### src/rtl/lfu_pkg.sv
// ============================================================================
// LFU cache package
// Shared widths, codes, state encoding and scan status for the LFU cache.
// ============================================================================
package lfu_pkg;

    localparam int KEY_W        = 32;
    localparam int VAL_W        = 32;
    localparam int STAMP_W      = 64;
    localparam int CAP_W        = 5;
    localparam int ENTRIES_DEF  = 16;
    localparam int COUNT_W_DEF  = 16;

    localparam logic [CAP_W-1:0] CAP_RESET  = 5'd16;
    localparam logic [VAL_W-1:0] MISS_VALUE = 32'hFFFF_FFFF;

    // Request kinds carried in the input tuser bit.
    localparam logic REQ_GET = 1'b0;
    localparam logic REQ_PUT = 1'b1;

    typedef enum logic [2:0] {
        ST_IDLE,
        ST_SCAN,
        ST_DRAIN,
        ST_UPDATE,
        ST_RESULT
    } state_t;

    // Status of one pass over the entry memory.
    typedef struct packed {
        logic match_found;
        logic victim_found;
        logic free_found;
    } scan_flags_t;

endpackage

### src/rtl/lfu_entry_mem.sv
// ============================================================================
// LFU entry memory
// Single-port-write, single-port-read synchronous RAM with registered read.
// ============================================================================
module lfu_entry_mem #(
    parameter int DEPTH  = lfu_pkg::ENTRIES_DEF,
    parameter int ADDR_W = 4,
    parameter int DATA_W = 144
) (
    input  logic              aclk,
    input  logic              wr_en,
    input  logic [ADDR_W-1:0] wr_addr,
    input  logic [DATA_W-1:0] wr_data,
    input  logic              rd_en,
    input  logic [ADDR_W-1:0] rd_addr,
    output logic [DATA_W-1:0] rd_data
);

    logic [DATA_W-1:0] mem_array [DEPTH];
    logic [DATA_W-1:0] rd_data_reg;

    always_ff @(posedge aclk) begin
        if (wr_en) begin
            mem_array[wr_addr] <= wr_data;
        end
    end

    always_ff @(posedge aclk) begin
        if (rd_en) begin
            rd_data_reg <= mem_array[rd_addr];
        end
    end

    assign rd_data = rd_data_reg;

endmodule

### src/rtl/lfu_scan_unit.sv
// ============================================================================
// LFU scan unit
// Walks the entries read from memory, one per cycle, and keeps the key match,
// the eviction candidate and the lowest free slot.
// ============================================================================
module lfu_scan_unit #(
    parameter int IDX_W       = 4,
    parameter int COUNT_WIDTH = lfu_pkg::COUNT_W_DEF
) (
    input  logic                        aclk,
    input  logic                        aresetn,
    input  logic                        clear,
    input  logic                        rd_vld,
    input  logic [IDX_W-1:0]            rd_idx,
    input  logic                        entry_valid,
    input  logic [lfu_pkg::KEY_W-1:0]   entry_key,
    input  logic [lfu_pkg::VAL_W-1:0]   entry_value,
    input  logic [COUNT_WIDTH-1:0]      entry_count,
    input  logic [lfu_pkg::STAMP_W-1:0] entry_stamp,
    input  logic [lfu_pkg::KEY_W-1:0]   lookup_key,
    output lfu_pkg::scan_flags_t        flags,
    output logic [IDX_W-1:0]            match_idx,
    output logic [lfu_pkg::VAL_W-1:0]   match_value,
    output logic [COUNT_WIDTH-1:0]      match_count,
    output logic [IDX_W-1:0]            victim_idx,
    output logic [IDX_W-1:0]            free_idx
);

    lfu_pkg::scan_flags_t        flags_reg;
    logic [IDX_W-1:0]            match_idx_reg;
    logic [lfu_pkg::VAL_W-1:0]   match_value_reg;
    logic [COUNT_WIDTH-1:0]      match_count_reg;
    logic [IDX_W-1:0]            victim_idx_reg;
    logic [COUNT_WIDTH-1:0]      victim_count_reg;
    logic [lfu_pkg::STAMP_W-1:0] victim_stamp_reg;
    logic [IDX_W-1:0]            free_idx_reg;

    logic take_match;
    logic take_victim;
    logic take_free;

    // Lower count wins; on equal counts the older stamp wins.
    assign take_match  = rd_vld && entry_valid && (entry_key == lookup_key);
    assign take_victim = rd_vld && entry_valid &&
                         (!flags_reg.victim_found ||
                          (entry_count < victim_count_reg) ||
                          ((entry_count == victim_count_reg) &&
                           (entry_stamp < victim_stamp_reg)));
    assign take_free   = rd_vld && !entry_valid && !flags_reg.free_found;

    always_ff @(posedge aclk) begin
        if (!aresetn || clear) begin
            flags_reg <= '0;
        end else begin
            if (take_match) begin
                flags_reg.match_found <= 1'b1;
            end
            if (take_victim) begin
                flags_reg.victim_found <= 1'b1;
            end
            if (take_free) begin
                flags_reg.free_found <= 1'b1;
            end
        end
    end

    always_ff @(posedge aclk) begin
        if (take_match) begin
            match_idx_reg   <= rd_idx;
            match_value_reg <= entry_value;
            match_count_reg <= entry_count;
        end
        if (take_victim) begin
            victim_idx_reg   <= rd_idx;
            victim_count_reg <= entry_count;
            victim_stamp_reg <= entry_stamp;
        end
        if (take_free) begin
            free_idx_reg <= rd_idx;
        end
    end

    assign flags       = flags_reg;
    assign match_idx   = match_idx_reg;
    assign match_value = match_value_reg;
    assign match_count = match_count_reg;
    assign victim_idx  = victim_idx_reg;
    assign free_idx    = free_idx_reg;

endmodule

### src/rtl/lfu_cache_policy_core.sv
// ============================================================================
// LFU cache policy core
// Key-value store with least-frequently-used replacement, held in one entry
// memory that is scanned once per request and written back at most once.
// ============================================================================
//
//   Channel  Direction  Payload
//   s_       in         tdata = {write_value, lookup_key}, tuser = req_type
//   m_       out        tdata = read_value, tuser = hit
//   cfg_     in         cfg_data = capacity_limit
//
// A request passes through these steps in order: accept, one memory read per
// entry, a drain of the read pipeline, a write-back and handing the result to
// the output register; the entry memory has a single read port. Reset clears
// valid bits, live count and sequence counter and sets the capacity to
// CAP_RESET at once; no clearing pass is needed. While a result waits in the
// output register the next request is accepted, and it holds in its result
// step until the output register frees up.
module lfu_cache_policy_core #(
    parameter int ENTRIES     = lfu_pkg::ENTRIES_DEF,
    parameter int COUNT_WIDTH = lfu_pkg::COUNT_W_DEF
) (
    input  logic                       aclk,
    input  logic                       aresetn,
    input  logic                       s_tvalid,
    output logic                       s_tready,
    input  logic [63:0]                s_tdata,   // [31:0] lookup_key, [63:32] write_value
    input  logic                       s_tuser,   // [0] req_type
    output logic                       m_tvalid,
    input  logic                       m_tready,
    output logic [31:0]                m_tdata,   // [31:0] read_value
    output logic                       m_tuser,   // [0] hit
    input  logic                       cfg_valid,
    output logic                       cfg_ready,
    input  logic [lfu_pkg::CAP_W-1:0]  cfg_data
);

    localparam int IDX_W   = (ENTRIES > 1) ? $clog2(ENTRIES) : 1;
    localparam int LIVE_W  = $clog2(ENTRIES + 1);
    localparam int CMP_W   = (LIVE_W > lfu_pkg::CAP_W) ? LIVE_W : lfu_pkg::CAP_W;
    localparam int KEY_W   = lfu_pkg::KEY_W;
    localparam int VAL_W   = lfu_pkg::VAL_W;
    localparam int STAMP_W = lfu_pkg::STAMP_W;
    localparam int MEM_W   = KEY_W + VAL_W + COUNT_WIDTH + STAMP_W;

    // Entry word layout, from the lowest bit: stamp, count, value, key.
    localparam int CNT_LO = STAMP_W;
    localparam int VAL_LO = STAMP_W + COUNT_WIDTH;
    localparam int KEY_LO = STAMP_W + COUNT_WIDTH + VAL_W;

    lfu_pkg::state_t state_reg, state_next;

    logic [IDX_W-1:0]         scan_addr_reg;
    logic                     rd_vld_reg;
    logic [IDX_W-1:0]         rd_idx_reg;
    logic [ENTRIES-1:0]       valid_reg;
    logic [LIVE_W-1:0]        live_reg;
    logic [STAMP_W-1:0]       seq_reg;
    logic [lfu_pkg::CAP_W-1:0] cap_reg;

    logic                     req_put_reg;
    logic [KEY_W-1:0]         req_key_reg;
    logic [VAL_W-1:0]         req_val_reg;
    logic                     res_hit_reg;
    logic [VAL_W-1:0]         res_val_reg;

    logic                     m_tvalid_reg;
    logic [VAL_W-1:0]         m_tdata_reg;
    logic                     m_tuser_reg;

    logic                     accept;
    logic                     scan_last;
    logic                     mem_re;
    logic                     mem_we;
    logic                     out_load;
    logic [MEM_W-1:0]         mem_rdata;
    logic [MEM_W-1:0]         mem_wdata;
    logic [IDX_W-1:0]         mem_waddr;

    lfu_pkg::scan_flags_t     flags;
    logic [IDX_W-1:0]         match_idx;
    logic [VAL_W-1:0]         match_value;
    logic [COUNT_WIDTH-1:0]   match_count;
    logic [IDX_W-1:0]         victim_idx;
    logic [IDX_W-1:0]         free_idx;

    logic [CMP_W-1:0]         cap_eff;
    logic                     cap_zero;
    logic                     bump_en;
    logic                     ins_req;
    logic                     evict;
    logic                     use_victim;
    logic [IDX_W-1:0]         slot;
    logic                     ins_en;
    logic                     do_write;
    logic [COUNT_WIDTH-1:0]   bumped_count;
    logic [VAL_W-1:0]         new_value;
    logic [COUNT_WIDTH-1:0]   new_count;
    logic [VAL_W-1:0]         result_value;

    assign accept    = s_tvalid && s_tready;
    assign scan_last = (scan_addr_reg == IDX_W'(ENTRIES - 1));
    assign cfg_ready = 1'b1;

    // ------------------------------------------------------------------
    // Entry memory and scan
    // ------------------------------------------------------------------
    lfu_entry_mem #(
        .DEPTH  (ENTRIES),
        .ADDR_W (IDX_W),
        .DATA_W (MEM_W)
    ) u_mem (
        .aclk    (aclk),
        .wr_en   (mem_we),
        .wr_addr (mem_waddr),
        .wr_data (mem_wdata),
        .rd_en   (mem_re),
        .rd_addr (scan_addr_reg),
        .rd_data (mem_rdata)
    );

    lfu_scan_unit #(
        .IDX_W       (IDX_W),
        .COUNT_WIDTH (COUNT_WIDTH)
    ) u_scan (
        .aclk        (aclk),
        .aresetn     (aresetn),
        .clear       (accept),
        .rd_vld      (rd_vld_reg),
        .rd_idx      (rd_idx_reg),
        .entry_valid (valid_reg[rd_idx_reg]),
        .entry_key   (mem_rdata[KEY_LO +: KEY_W]),
        .entry_value (mem_rdata[VAL_LO +: VAL_W]),
        .entry_count (mem_rdata[CNT_LO +: COUNT_WIDTH]),
        .entry_stamp (mem_rdata[0 +: STAMP_W]),
        .lookup_key  (req_key_reg),
        .flags       (flags),
        .match_idx   (match_idx),
        .match_value (match_value),
        .match_count (match_count),
        .victim_idx  (victim_idx),
        .free_idx    (free_idx)
    );

    // ------------------------------------------------------------------
    // Write-back decision
    // ------------------------------------------------------------------
    always_comb begin
        if (CMP_W'(cap_reg) > CMP_W'(ENTRIES)) begin
            cap_eff = CMP_W'(ENTRIES);
        end else begin
            cap_eff = CMP_W'(cap_reg);
        end
    end

    assign cap_zero = (cap_reg == '0);
    assign bump_en  = flags.match_found && ((req_put_reg == lfu_pkg::REQ_GET) || !cap_zero);
    assign ins_req  = (req_put_reg == lfu_pkg::REQ_PUT) && !cap_zero && !flags.match_found;
    assign evict    = ins_req && (CMP_W'(live_reg) >= cap_eff) && flags.victim_found;

    // The freed victim slot counts as free when it lies below the first free slot.
    assign use_victim = evict && (!flags.free_found || (victim_idx < free_idx));
    assign slot       = use_victim ? victim_idx : free_idx;
    assign ins_en     = ins_req && (evict || flags.free_found);
    assign do_write   = bump_en || ins_en;

    assign bumped_count = (match_count == {COUNT_WIDTH{1'b1}}) ? match_count
                                                                : match_count + 1'b1;
    assign new_value = (bump_en && (req_put_reg == lfu_pkg::REQ_GET)) ? match_value
                                                                      : req_val_reg;
    assign new_count = bump_en ? bumped_count : COUNT_WIDTH'(1);
    assign mem_waddr = bump_en ? match_idx : slot;
    assign mem_wdata = {req_key_reg, new_value, new_count, seq_reg};

    assign result_value = (flags.match_found && (req_put_reg == lfu_pkg::REQ_GET))
                        ? match_value : lfu_pkg::MISS_VALUE;

    // ------------------------------------------------------------------
    // Control
    // ------------------------------------------------------------------
    always_ff @(posedge aclk) begin
        if (!aresetn) begin
            state_reg <= lfu_pkg::ST_IDLE;
        end else begin
            state_reg <= state_next;
        end
    end

    always_comb begin
        state_next = state_reg;
        s_tready   = 1'b0;
        mem_re     = 1'b0;
        mem_we     = 1'b0;
        out_load   = 1'b0;
        unique case (state_reg)
            lfu_pkg::ST_IDLE: begin
                s_tready = 1'b1;
                if (s_tvalid) begin
                    state_next = lfu_pkg::ST_SCAN;
                end
            end
            lfu_pkg::ST_SCAN: begin
                mem_re = 1'b1;
                if (scan_last) begin
                    state_next = lfu_pkg::ST_DRAIN;
                end
            end
            lfu_pkg::ST_DRAIN: begin
                state_next = lfu_pkg::ST_UPDATE;
            end
            lfu_pkg::ST_UPDATE: begin
                mem_we     = do_write;
                state_next = lfu_pkg::ST_RESULT;
            end
            lfu_pkg::ST_RESULT: begin
                if (!m_tvalid_reg || m_tready) begin
                    out_load   = 1'b1;
                    state_next = lfu_pkg::ST_IDLE;
                end
            end
            default: begin
                state_next = lfu_pkg::ST_IDLE;
            end
        endcase
    end

    always_ff @(posedge aclk) begin
        if (!aresetn) begin
            scan_addr_reg <= '0;
            rd_vld_reg    <= 1'b0;
        end else begin
            rd_vld_reg <= mem_re;
            if (accept) begin
                scan_addr_reg <= '0;
            end else if (mem_re && !scan_last) begin
                scan_addr_reg <= scan_addr_reg + 1'b1;
            end
        end
    end

    always_ff @(posedge aclk) begin
        rd_idx_reg <= scan_addr_reg;
        if (accept) begin
            req_put_reg <= s_tuser;
            req_key_reg <= s_tdata[KEY_W-1:0];
            req_val_reg <= s_tdata[KEY_W +: VAL_W];
        end
        if (state_reg == lfu_pkg::ST_UPDATE) begin
            res_hit_reg <= flags.match_found;
            res_val_reg <= result_value;
        end
    end

    always_ff @(posedge aclk) begin
        if (!aresetn) begin
            valid_reg <= '0;
            live_reg  <= '0;
            seq_reg   <= '0;
            cap_reg   <= lfu_pkg::CAP_RESET;
        end else begin
            if (cfg_valid && cfg_ready) begin
                cap_reg <= cfg_data;
            end
            if (mem_we) begin
                seq_reg <= seq_reg + 1'b1;
            end
            if (mem_we && ins_en) begin
                if (evict) begin
                    valid_reg[victim_idx] <= 1'b0;
                end else begin
                    live_reg <= live_reg + 1'b1;
                end
                valid_reg[slot] <= 1'b1;
            end
        end
    end

    // ------------------------------------------------------------------
    // Output register
    // ------------------------------------------------------------------
    always_ff @(posedge aclk) begin
        if (!aresetn) begin
            m_tvalid_reg <= 1'b0;
        end else if (out_load) begin
            m_tvalid_reg <= 1'b1;
        end else if (m_tready) begin
            m_tvalid_reg <= 1'b0;
        end
    end

    always_ff @(posedge aclk) begin
        if (out_load) begin
            m_tdata_reg <= res_val_reg;
            m_tuser_reg <= res_hit_reg;
        end
    end

    assign m_tvalid = m_tvalid_reg;
    assign m_tdata  = m_tdata_reg;
    assign m_tuser  = m_tuser_reg;

    // ------------------------------------------------------------------
    // Assertions
    // ------------------------------------------------------------------
    a_live_matches_valid: assert property (@(posedge aclk) disable iff (!aresetn)
        live_reg == LIVE_W'($countones(valid_reg)))
        else $error("live count differs from the number of valid entries");

    a_write_in_update: assert property (@(posedge aclk) disable iff (!aresetn)
        mem_we |-> (state_reg == lfu_pkg::ST_UPDATE))
        else $error("entry memory written outside the write-back step");

    a_seq_on_write: assert property (@(posedge aclk) disable iff (!aresetn)
        !mem_we |=> $stable(seq_reg))
        else $error("sequence counter moved without an entry write");

    a_single_target: assert property (@(posedge aclk) disable iff (!aresetn)
        (state_reg == lfu_pkg::ST_UPDATE) |-> !(bump_en && ins_en))
        else $error("hit update and insertion selected together");

    a_scan_done: assert property (@(posedge aclk) disable iff (!aresetn)
        (state_reg == lfu_pkg::ST_DRAIN) |-> (rd_vld_reg && scan_last))
        else $error("scan drained before the last entry was read");

endmodule
### config.mk
export PLATFORM = sky130hd
export DESIGN_NAME = lfu_cache_policy_core
export DESIGN_NICKNAME = d
export VERILOG_FILES = /design/src/rtl/lfu_pkg.sv /design/src/rtl/lfu_entry_mem.sv /design/src/rtl/lfu_scan_unit.sv /design/src/rtl/lfu_cache_policy_core.sv
export SDC_FILE = /design/constraint.sdc
export NUM_CORES = 2
export LEC_CHECK = 0
export ABC_AREA = 1
export BUFFER_PORTS_ARGS = -buffer_cell sky130_fd_sc_hd__buf_2
export CAP_MARGIN = 20
export CORE_ASPECT_RATIO = 1.25
export CORE_UTILIZATION = 49
export CTS_BUF_LIST = sky130_fd_sc_hd__clkbuf_4
export CTS_CLUSTER_SIZE = 40
export DETAILED_ROUTE_END_ITERATION = 12
export GPL_TIMING_DRIVEN = 0
export PLACE_DENSITY = 0.76
export SETUP_SLACK_MARGIN = 0.02
export SLEW_MARGIN = 20
export SYNTH_ARGS = -nofsm -noshare
export SYNTH_HDL_FRONTEND = slang
export SYNTH_SLANG_ARGS = --single-unit
export TNS_END_PERCENT = 10
### constraint.sdc
create_clock -name aclk -period 11.9 [get_ports aclk]
set_input_delay 0.595 -clock aclk [delete_from_list [all_inputs] [get_ports aclk]]
set_output_delay 0.595 -clock aclk [all_outputs]
set_load 0.005 [all_outputs]
# Word level (Yosys, flattened, before mapping)
# Memory sizes are Yosys's and may differ from the RTL's. A register that Yosys moved wholly into a read port is not among the register bits.
# Cells that the tools add are included.
# totals
regBits,377
ram_bits,2304
elab_cells,128
memories,1
# memory_table
memory,words,word_bits,rd,rd_clocked_by_memory_dff,write_ports,line_no,source
u_mem.mem_array,16,144,1,1,1,lfu_entry_mem.sv:19,logic [DATA_W-1:0] mem_array [DEPTH];
# op_classes
addsub,4
order_cmp,10
eq_ne,11
mux,28
bitwise,6
reduce_logical,42
# ops
op,count
16-bit 2-to-1 mux,5
"64-bit by 1-bit adder with 64-bit output, second input constant",1
64-bit < comparator,1
32-bit equality test,1
32-bit 2-to-1 mux,1
1-bit logical AND,20
"16-bit by 1-bit adder with 16-bit output, second input constant",1
16-bit bitwise AND,1
16-bit equality test,1
"16-bit equality test, second input constant",1
16-bit < comparator,1
16-bit inverter,1
16-bit bitwise OR,1
"4-bit by 5-bit < comparator with 1-bit output, second input constant",3
3-bit case mux with 5 select lines,1
1-bit 2-to-1 mux,12
3-bit 2-to-1 mux,3
1-bit demux with 4-bit select,2
"4-bit by 1-bit greater-or-equal comparator with 1-bit output, second input constant",2
1-bit logical NOT,8
1-bit logical OR,8
4-bit 2-to-1 mux,2
"3-bit by 2-bit equality test with 1-bit output, second input constant",2
"2-bit inequality test, second input constant",3
other kinds (17),19

# Longest topological paths before layout
# logic_depth
ltp_word,14
depth_mapped,17
ltp_nobuf,16

# Hierarchy
# Synthesis repeated with hierarchy kept, for this count alone.
# hier_totals
cells_unflattened,10766
hier_area_um2,118269.7
# modules_own_cells
mod,instances,cells_per_inst,area_each_um2
lfu_entry_mem,1,8758,99998.4
lfu_cache_policy_core,1,1384,11203.2
lfu_scan_unit,1,624,7068.0

# Worst setup path before layout
# Ideal clock, no wire load.
# synth_timing
path_kind,register to register
start,register state_reg[0]
end,register state_reg[1]
setup_ns,0.080
arrival_time_ns,11.998
required_ns,11.820
slack_ns,-0.178
path_stages_with_launch,10
n_path_buf,0
path_cell_list,dfxtp_1 inv_2 nor3_1 inv_1 a21oi_1 inv_1 nand3_1 nor2_1 o21ai_0 nor3b_1
# synth_via
elab_chain_cells,3
elab_cells_between_ends,10
# synth_rtl
item,line_no,source
start: declaration,lfu_cache_policy_core.sv:51,"lfu_pkg::state_t state_reg, state_next;"
start signal: assignment,lfu_cache_policy_core.sv:183,state_reg <= lfu_pkg::ST_IDLE;
start signal: assignment,lfu_cache_policy_core.sv:185,state_reg <= state_next;
3-bit equality test (tied with other cells),lfu_cache_policy_core.sv:195,unique case (state_reg)
2-bit inequality test (no line),-,
3-bit AND reduction (no line),-,
# Several ways; a longest one is shown, not always the timed one.
# A chain may end at the register's enable or synchronous reset.

# Worst setup path after layout
# layout_timing
start,"register u_scan.flags_reg, in the netlist u_scan.flags[2]"
end,memory u_mem.mem_array[11][133] (enable)
# layout_via
elab_chain_cells,10
elab_cells_between_ends,14
# layout_rtl
item,line_no,source
start: declaration,lfu_scan_unit.sv:29,lfu_pkg::scan_flags_t flags_reg;
1-bit logical NOT,lfu_cache_policy_core.sv:158,assign ins_req = (req_put_reg == lfu_pkg::REQ_PUT) && !cap_zero && !flags.match_found;
1-bit logical AND,lfu_cache_policy_core.sv:158,
1-bit logical AND (2 in series),lfu_cache_policy_core.sv:159,assign evict = ins_req && (CMP_W'(live_reg) >= cap_eff) && flags.victim_found;
1-bit logical OR,lfu_cache_policy_core.sv:164,assign ins_en = ins_req && (evict || flags.free_found);
1-bit logical AND,lfu_cache_policy_core.sv:164,
1-bit logical OR,lfu_cache_policy_core.sv:165,assign do_write = bump_en || ins_en;
1-bit 2-to-1 mux,lfu_cache_policy_core.sv:195,
1-bit 2-to-1 mux,lfu_entry_mem.sv:23,if (wr_en) begin
1-bit 2-to-1 mux (implied by the code),lfu_entry_mem.sv:24,mem_array[wr_addr] <= wr_data;
end: declaration,lfu_entry_mem.sv:19,
# Several ways; a longest one is shown, not always the timed one.

==> results by stage <==
Synthesis:
- Summing every instance area after synthesis gives 111000 um^2.
- The library cell with the largest summed area after synthesis is sky130_fd_sc_hd__edfxtp_1.
- The synthesized netlist net count is ~8000.
- The dominant synthesized flop cell is sky130_fd_sc_hd__edfxtp_1.
- The synthesized design contains 2825 register bits.
- In the post-synthesis netlist, the cell with the most instances is sky130_fd_sc_hd__edfxtp_1.
- For this run, the number of Yosys warnings is 0.
- The main combinational cell family by area after synthesis is simple AND/OR/NAND/NOR gates.
- Counting flops with an async set or reset pin after synthesis yields a share of 0%.
- The number of instances in the synthesized netlist is 8032.
- The number of enable flip-flop cells after synthesis is 2719.
- After synthesis, the share of cell area in mux cells is around 2.2%.
- Yosys attributes the largest share of cell area to sky130_fd_sc_hd__edfxtp_1 (74%), sky130_fd_sc_hd__nor2_1 (5.3%), sky130_fd_sc_hd__o21ai_0 (2.9%).
- The average cell area after synthesis is 13.8 um^2.
- Of the total synthesized cell area, the portion taken by full adders, half adders and majority gates is ~1%.
- The top cell type by area accounts for between 70 and 80% of the synthesized area.
- The share of the Yosys chip area taken by registers is 75.4%.
- The area share of xor/xnor cells in the synthesized design is less than 1%.
- The compound-cell area share of the yosys netlist is 8.60%.
- The simple-gate share of the synthesized area is 9.59%.
- By count the netlist is led by sky130_fd_sc_hd__edfxtp_1 (2719), sky130_fd_sc_hd__nor2_1 (1562), sky130_fd_sc_hd__o21ai_0 (640).
- The number of library cell types mapped by synthesis is 47.

Floorplan:
- The top-level I/O count is 111.
- The floorplan has 195 rows.
- The initial core utilization is about half.
- The chip height is 534 um.
- The full die area is 229000 um^2.
- The area of the placeable core is around 230000 um^2.
- From left edge to right edge, the die measures approximately 430 um.

GRT:
- The pin count of the biggest net entering global routing is 25.
- Global routing used between 20% and 30% of the available tracks across all layers.
- The first global-routing pass estimated between 400 and 500 mm of wire.
- The via count of the first global-routing pass is 76040.
- The initial antenna violation count came to 13.
- Global routing finished with a remaining overflow of 0.

Final layout:
- The sequential standard cell area is about 84000 um^2.
- The area occupied by multi-input gates is approximately 24000 um^2.
- The count of nets after finishing is roughly 9300.
- In the final layout, the share of cells above drive strength 1 is between 10% and 20%.
- The number of non-filler instances in the completed layout is between 10000 and 15000.
- The fill cell total of the finished layout is ~17000.
- Compared with the post-synthesis result, the final layout area differs by 15.7%.
- The fraction of the core area covered by cells at the end of the flow is 57.0%.
- The register with the most flip-flops in the layout has between 2000 and 2500 of them.

STA:
- The time the final worst path needs with I/O delays and setup is roughly 6 ns.
- Summed over all failing endpoints, the final setup total negative slack is 0 ns.
- The hold violation count in the final report was 0.
- For the pin with the worst max-slew slack, the measured transition is approximately 1.2 ns.
- Headroom to the max-slew limit came out at a little over a fifth.
- The post-route clock skew is 0.158 ns.
- Static timing analysis puts the maximum clock frequency at roughly 170 MHz.
- The final max-slew violation count was 0.
- Setup repair after global routing left no endpoint under its margin.
- On the final layout, the worst hold slack is slightly above 0.08 ns.
- The final setup violation count is 0.
- In the finished design, the share of the clock period the worst path needs comes to around half.

Clocking:
- Once the clock tree was built, the setup fixing pass inserted 0 buffers.
- Clock-pin slew was measured on the worst setup and hold paths at approximately 0.060 ns.
- The tree built by TritonCTS fans out to between 2000 and 3000 sinks.
- Buffers inserted during clock tree synthesis total 637.
- The maximum count of clock buffers along a single path is 4.
- The CTS tree is yes.
- The H-tree depth is 6.
- The clock tree root buffer cell is sky130_fd_sc_hd__clkbuf_4.
- The later pin in the worst-skew pair is clocked with a latency of 1.36 ns.

Hold path:
- The min-delay analysis places its worst path in the category in2reg.

Routing:
- For this run, the detailed router's first-pass iteration total came to 6.
- Detailed routing inserted a total of 74627 vias.
- For this block, the initial DRC count from the detailed router was 9309.
- Dividing the detail-routed wire length by the instance count gives roughly 25 um.
- The detail route stage leaves a number of antenna-violating nets equal to 0.
- The routed via count divided by cell count is between 5 and 6.
- The final routed DRC violation total is 0.
- The aggregate routed wire length is ~310 mm.

Power:
- In this run the static leakage power is ~43 nW.
- The maximum VDD drop is 0.0995 mV.
- The cell area power density is 153 nW/um^2.

Placement:
- The half-perimeter wire length after detailed placement is 211 mm.
- The count of buffers added on input and output ports is roughly 110.
- The number of placed instances with taps included is ~11000.
- At the end of routability-driven placement, the weighted congestion stood at slightly above 0.9.

Setup path:
- STA puts the critical path data required time at roughly 13 ns.
- The critical setup path kind is reg2reg.
- The worst endpoint data arrival time is just under 7 ns.
- The worst setup path is captured at a flop.
- Along the worst path, the maximum fanout reaches 22.
- STA classifies the critical path startpoint as a flop.

Run status:
- The flow ran to the end, and the final reports show no timing, DRC or antenna violations.

Job:
- The tool flagged a number of max-cap violations equal to 0.
==> worst max-delay path, cell delays in order (launching register included) <==
cell                       delay, ns
sky130_fd_sc_hd__dfxtp_1        0.71
sky130_fd_sc_hd__inv_2          0.13
sky130_fd_sc_hd__nor2_4         0.67
sky130_fd_sc_hd__inv_2          0.52
sky130_fd_sc_hd__o21ai_2        0.30
sky130_fd_sc_hd__clkbuf_1       0.72
sky130_fd_sc_hd__nand2_1        0.11
sky130_fd_sc_hd__o21ai_0        0.21
sky130_fd_sc_hd__nand2_1        0.34
sky130_fd_sc_hd__nor2_4         0.69
sky130_fd_sc_hd__buf_12         0.27
sky130_fd_sc_hd__buf_12         0.21
sky130_fd_sc_hd__buf_12         0.20
sky130_fd_sc_hd__buf_16         0.20
sky130_fd_sc_hd__buf_16         0.17
==> logic make-up after synthesis <==
logic type      after synthesis
simple gates               2635
mux                         241
compound gates             1433
flops                      2825
xor+xnor                     55
fa+ha+maj                    91
other cells                   1
buf+inv                     751
==> through the flow <==
step | worst slack [ns] | area [um^2] | power [W]
finish | 6.03 | 128000 | 0.0197
global route | 5.92 | 128000 | 0.0203
CTS | 6.12 | 128000 | 0.0198
detailed placement | 6.17 | 119000 | 0.0123
global placement | -4.94 | 115000 | 0.0123
floorplan | 3.04 | 111000 | 0.0118
==> routing by layer <==
| layer | vias to the layer above | wire (um) | global-route usage (%) |
|---|---|---|---|
| li1 | 32559 | - | - |
| met1 | 36345 | 107000 | 31.1 |
| met2 | 4777 | 152000 | 44.5 |
| met3 | 936 | 31500 | 5.87 |
| met4 | 10 | 22100 | 18.9 |
| met5 | - | 80 | 0 |
==> layout make-up <==
cell class / instances / area share (%)
Buffer: 469 / 1.54
Clock inverter: 184 / 0.893
Tap cell: 2955 / 2.88
Inverter: 282 / 0.824
Antenna cell: 12 / 0.0234
Clock buffer: 919 / 5.37
Multi-Input combinational cell: 4456 / 19.0
Timing Repair Buffer: 423 / 4.24
Sequential cell: 2825 / 65.2
==> final timing paths <==
kind	startpoint	end	slack, ns	cells past startpoint
max	u_scan.flags[2]$_SDFFE_PP0P_	u_mem.mem_array[11][133]$_DFFE_PP_	6.03	14
max reg2reg	u_scan.flags[2]$_SDFFE_PP0P_	u_mem.mem_array[11][133]$_DFFE_PP_	6.03	14
min	s_tdata[12]	req_key_reg[12]$_DFFE_PP_	0.08	2
min reg2reg	u_mem.rd_data[111]$_DFFE_PP_	u_scan.match_value[31]$_DFFE_PP_	0.38	0
==> placed cells by master (no fill, tap or decap), types with 18 or more instances in the layout <==
master	instances
sky130_fd_sc_hd__edfxtp_1	2719
sky130_fd_sc_hd__nor2_1	1539
sky130_fd_sc_hd__clkbuf_4	919
sky130_fd_sc_hd__o21ai_0	640
sky130_fd_sc_hd__nand2_1	608
sky130_fd_sc_hd__o32ai_1	335
sky130_fd_sc_hd__nand3_1	317
sky130_fd_sc_hd__clkbuf_1	300
sky130_fd_sc_hd__inv_1	273
sky130_fd_sc_hd__mux2i_1	241
sky130_fd_sc_hd__o221ai_1	241
sky130_fd_sc_hd__buf_2	234
sky130_fd_sc_hd__dlygate4sd3_1	148
sky130_fd_sc_hd__a21oi_1	126
sky130_fd_sc_hd__clkinv_1	122
sky130_fd_sc_hd__dfxtp_1	106
sky130_fd_sc_hd__ha_1	91
sky130_fd_sc_hd__buf_12	86
sky130_fd_sc_hd__nor3_1	72
sky130_fd_sc_hd__o211ai_1	57
sky130_fd_sc_hd__buf_16	49
sky130_fd_sc_hd__xor2_1	29
sky130_fd_sc_hd__xnor2_1	26
sky130_fd_sc_hd__inv_2	23
sky130_fd_sc_hd__nor2_4	21
sky130_fd_sc_hd__clkbuf_2	20
sky130_fd_sc_hd__clkinv_2	19
sky130_fd_sc_hd__nand4_1	18
sky130_fd_sc_hd__buf_4	18
==> timing repair <==
item / CTS / global route
resized for setup: 0 / 0
hold buffers: 148 / 0
hold endpoints to repair: 108 / 0
==> report_power, final <==
part           internal, W  switching [W]  total [W]
Sequential          0.0109      0.0000822     0.0110
Clock              0.00386        0.00370    0.00755
Combinational     0.000345       0.000793    0.00114
Note: power is estimated with default switching activity, not from simulation.
